<file path="config.mk">
export PLATFORM = sky130hd
export DESIGN_NAME = bchj_ctrl
export DESIGN_NICKNAME = d
export VERILOG_FILES = /design/src/rtl/core/bchj_pkg.sv /design/src/rtl/core/bchj_ctrl.sv
export SDC_FILE = /design/constraint.sdc
export NUM_CORES = 1
export LEC_CHECK = 0
export BUFFER_PORTS_ARGS = -buffer_cell sky130_fd_sc_hd__buf_2
export CAP_MARGIN = 20
export CELL_PAD_IN_SITES_DETAIL_PLACEMENT = 1
export CELL_PAD_IN_SITES_GLOBAL_PLACEMENT = 1
export CORE_AREA = 2 2 39 41
export CTS_CLUSTER_DIAMETER = 80
export DETAILED_ROUTE_END_ITERATION = 10
export DIE_AREA = 0 0 41 43
export PLACE_DENSITY_LB_ADDON = 0.12
export SETUP_SLACK_MARGIN = 0.3
export SLEW_MARGIN = 15
export SYNTH_ARGS = -nofsm -noshare
export SYNTH_HDL_FRONTEND = slang
export SYNTH_SLANG_ARGS = --single-unit
</file>
<file path="constraint.sdc">
create_clock -name clk -period 3.02 [get_ports clk]
set_input_delay 0.302 -clock clk [delete_from_list [all_inputs] [get_ports clk]]
set_output_delay 0.302 -clock clk [all_outputs]
set_load 0.005 [all_outputs]
</file>
<file path="src/rtl/core/bchj_pkg.sv">
// Shared types and constants for the bucket-chain hash join block.
package bchj_pkg;

  localparam int MAX_TUPLES_DEF      = 64;
  localparam int MAX_SUB_BUCKETS_DEF = 64;
  localparam int TABLE_ROWS_DEF      = 4;
  localparam int MAX_PAYLOADS_DEF    = 2;
  localparam int KEY_WIDTH_DEF       = 32;
  localparam int SLOTS               = 4;

  localparam logic [1:0] MODE_CLEAR = 2'd0;
  localparam logic [1:0] MODE_BUILD = 2'd1;
  localparam logic [1:0] MODE_PROBE = 2'd2;

  localparam logic [1:0] REG_HASH_BITS = 2'd0;
  localparam logic [1:0] REG_PAYLOADS  = 2'd1;
  localparam logic [1:0] REG_BUILD_MSK = 2'd2;
  localparam logic [1:0] REG_PROBE_MSK = 2'd3;

  localparam logic [1:0] ST_NO_MATCH = 2'd0;
  localparam logic [1:0] ST_JOINED   = 2'd1;
  localparam logic [1:0] ST_OVERFLOW = 2'd2;

  typedef enum logic [2:0] {
    S_IDLE, S_CLEAR, S_BUILD, S_STORE, S_PROBE_HEAD, S_PROBE_READ, S_PROBE_CMP, S_PROBE_END
  } state_t;

  // Controller to datapath.
  typedef struct packed {
    logic capture;     // latch the input item
    logic clear_step;  // clear one head, advance sweep
    logic clear_done;  // reset count and overflow
    logic build;       // store the captured tuple
    logic head_rd;     // read the sub-bucket head
    logic entry_rd;    // read the current entry
    logic cmp;         // compare, maybe emit, follow link
    logic emit_none;   // emit the no-match result
  } ctl_t;

  // Datapath to controller.
  typedef struct packed {
    logic clear_last;
    logic mode_clear;
    logic mode_build;
    logic mode_probe;
    logic chain_end;  // current index is the empty marker
    logic any_match;
  } sts_t;

endpackage

</file>
<file path="src/rtl/core/bchj_ctrl.sv">
// Controller state machine for the hash join.
module bchj_ctrl (
  input  logic          clk,
  input  logic          rst,
  input  logic          start,
  output logic          busy,
  input  bchj_pkg::sts_t sts,
  output bchj_pkg::ctl_t ctl
);
  import bchj_pkg::*;

  state_t state, state_next;

  always_ff @(posedge clk) begin
    if (rst) state <= S_IDLE;
    else state <= state_next;
  end

  always_comb begin
    state_next = state;
    unique case (state)
      S_IDLE: if (start) state_next = S_BUILD;
      S_BUILD: begin
        if (sts.mode_clear) state_next = S_CLEAR;
        else if (sts.mode_probe) state_next = S_PROBE_HEAD;
        else if (sts.mode_build) state_next = S_STORE;
        else state_next = S_IDLE;
      end
      S_STORE: state_next = S_IDLE;
      S_CLEAR: if (sts.clear_last) state_next = S_IDLE;
      S_PROBE_HEAD: state_next = S_PROBE_READ;
      S_PROBE_READ: state_next = sts.chain_end ? S_PROBE_END : S_PROBE_CMP;
      S_PROBE_CMP: state_next = S_PROBE_READ;
      S_PROBE_END: state_next = S_IDLE;
      default: state_next = S_IDLE;
    endcase
  end

  always_comb begin
    ctl = '0;
    busy = (state != S_IDLE);
    unique case (state)
      S_IDLE: ctl.capture = start;
      S_BUILD: ;
      S_STORE: ctl.build = 1'b1;
      S_CLEAR: begin
        ctl.clear_step = 1'b1;
        ctl.clear_done = sts.clear_last;
      end
      S_PROBE_HEAD: ctl.head_rd = 1'b1;
      S_PROBE_READ: ctl.entry_rd = !sts.chain_end;
      S_PROBE_CMP: ctl.cmp = 1'b1;
      S_PROBE_END: ctl.emit_none = !sts.any_match;
      default: ;
    endcase
  end

  assert property (@(posedge clk) disable iff (rst)
    (state == S_IDLE && start) |=> busy)
    else $error("busy not raised after a start");
  assert property (@(posedge clk) disable iff (rst)
    $onehot0({ctl.build, ctl.clear_step, ctl.head_rd, ctl.entry_rd, ctl.cmp, ctl.emit_none}))
    else $error("more than one datapath command");
  assert property (@(posedge clk) disable iff (rst)
    ctl.cmp |=> (state == S_PROBE_READ))
    else $error("compare not followed by a read");
endmodule

</file>
==> metrics <==
status completed; Leak Pwr 0.0001828 uW; GPL Wtd Cong 0.6725; drt total wl 790 microns; final-report hold violation count 0; WP data arrival 1.34 ns; wire per inst 11.29 microns; relative slew slack 0.7660; Netlist cell types 18; starting DRC count in detailed routing 0; Final WS setup 1.375 ns; CTS buffer count 3; Synth Area in Adders 0; via/cell ratio 4.557; die area 0.001763 sq mm; CTS max path bufs 2; Post-Syn Instances 36; Post-Synth Simple-Gate Area 0.4059; final period utilization 0.5445; crit-path max cell delay 0.52 ns; Syn Area/Cell 7.021 sq um; Largest register FFs 3; CTS tree built; HP Class primary input to register; CTS Hold Bufs 0; Cell Area, Synth 252.7 sq um; largest family of logic cells by synthesized area simple AND/OR/NAND/NOR gates; drt first pass iters 1; number of global-route vias before repair 319; ant diodes 0; core box area 0.001384 sq mm; highest net fanout along the worst path 11; Vias 319; CP max-delay cell or3_2; CP Capture Type primary output; DRT antenna net count 0; Worst Tran Pin Value 0.3506 ns; Clk Latency, worst-skew pair 0.23 ns; sequential-to-total area share from yosys stat 0.2376; chip height 43 microns; mux share of post-synthesis cell area 0; gr ovfl total 0; Horiz. Die Dim 41 microns; Crit path required time 2.72 ns; commonest non-fill, non-tap cell in the layout buf_2; post-CTS setup buffer count 0; first-pass GRT wire length 1276 microns; post-placement cell count 66; Filler cells 187; pwr/cell area 475.5 mW/mm^2; layout net count 64; unrepaired setup endpoints after global routing no; Buf/Inv on CP 1; Final min period 1.645 ns; # DRC 0; Clk pin slew, worst setup/hold paths 0.04 ns; critical-path cell list or3_2, nor2_1, buf_2; final setup fails 0; CTS resizes 0; Critical Path Start Type register; FMAX 608.1 MHz; Sum Neg Setup Slack 0 ns; layout cells sized above 1 0.4074; flops & latches, synth 3; antenna violations before repair 0; largest net degree at the start of global routing 13; Ports 18; Initial Utilization 0.1826; placed wire-length estimate 633.2 microns; GR Util All Layers 0.1092; htree depth 1; count of final max-slew check failures 0; Crit path max-delay family simple AND/OR/NAND/NOR gates; clock skew 0.0007989 ns; Cell Rows 14; clk sink count 3; Post-Layout Cell Count 70; Largest Register state; Place WS 1.565 ns; Max-Cap Viols 0; Area growth, synth to finish 44.55%; syn nets 45; port buffer count 17; commonest cells after routing, fill and taps aside buf_2 (17), nor2_1 (7); worst setup path class register to primary output; Root Driver clkbuf_4; warnings from Yosys 0; xor-xnor portion of the synthesized cell area 0; VDD IR max 0.1079 mV; Synth Area in Compound Gates 0.2525; Largest regs state: 3 flops
kinds of logic (layout without fill, tap and decap cells):
| group | after synthesis | in the layout |
|---|---|---|
| AND/OR/NAND/NOR | 20 | 20 |
| buffers and inverters | 5 | 23 |
| flip-flops | 3 | 3 |
| AO/OA/AOI/OAI | 8 | 8 |
synthesized netlist by cell type:
cell | n | area share
and2b_1 | 1 | 0.030
dfxtp_1 | 3 | 0.24
nor3_1 | 3 | 0.059
nor2_1 | 7 | 0.10
inv_1 | 2 | 0.030
or4b_1 | 1 | 0.040
a221oi_2 | 1 | 0.059
a211o_1 | 1 | 0.035
a21oi_1 | 2 | 0.040
clkbuf_1 | 2 | 0.030
a211oi_1 | 1 | 0.030
o211ai_1 | 2 | 0.059
o21a_1 | 1 | 0.030
buf_6 | 1 | 0.045
and2_1 | 2 | 0.049
nand2b_1 | 2 | 0.049
nand2_1 | 3 | 0.045
or3_2 | 1 | 0.030
stage by stage:
stage | total power, uW | util | hold WS (ns) | instance area [sq um]
5_1_grt | 185.7 | 0.2640 | 0.2852 | 365.4
3_3_place_gp | 103.4 | 0.2450 | 0.5023 | 339.1
2_1_floorplan | 88.25 | - | 0.3682 | 252.7
3_5_place_dp | 105.4 | 0.2450 | 0.5109 | 339.1
4_1_cts | 177.3 | 0.2640 | 0.2642 | 365.4
6_report | 173.7 | 0.2640 | 0.2741 | 365.4
layout make-up:
cell class / count / area (sq um) / area share
flip-flops and latches: 3 / 60.06 / 0.1644
multi-input cells: 28 / 166.4 / 0.4555
well taps: 16 / 20.02 / 0.05479
repair buffers: 17 / 85.08 / 0.2329
clock buffers: 4 / 26.28 / 0.07192
inverters: 2 / 7.507 / 0.02055
report_power, final:
group          total (uW)  internal, uW  switching (uW)
Sequential           55.9          44.6            11.3
Combinational        47.5          24.7            22.8
Clock                70.3          49.5            20.8
per-layer routing:
layer,vias up,global-route usage,wire (microns)
met5,-,0,0
met4,0,0.1000,32
met3,4,0,40
met2,12,0.1719,406
met1,144,0.1246,310
li1,159,-,-
final timing paths:
path,startpoint,endpoint,slack (ns),cells after the start
worst max-delay path,state[0],ctl[7],1.38,3
worst min-delay path,rst,state[1],0.27,2
worst max register to register,state[1],state[1],1.57,3
worst min register to register,state[1],state[2],0.65,1
No activity file was read; power rests on OpenSTA's default activity.
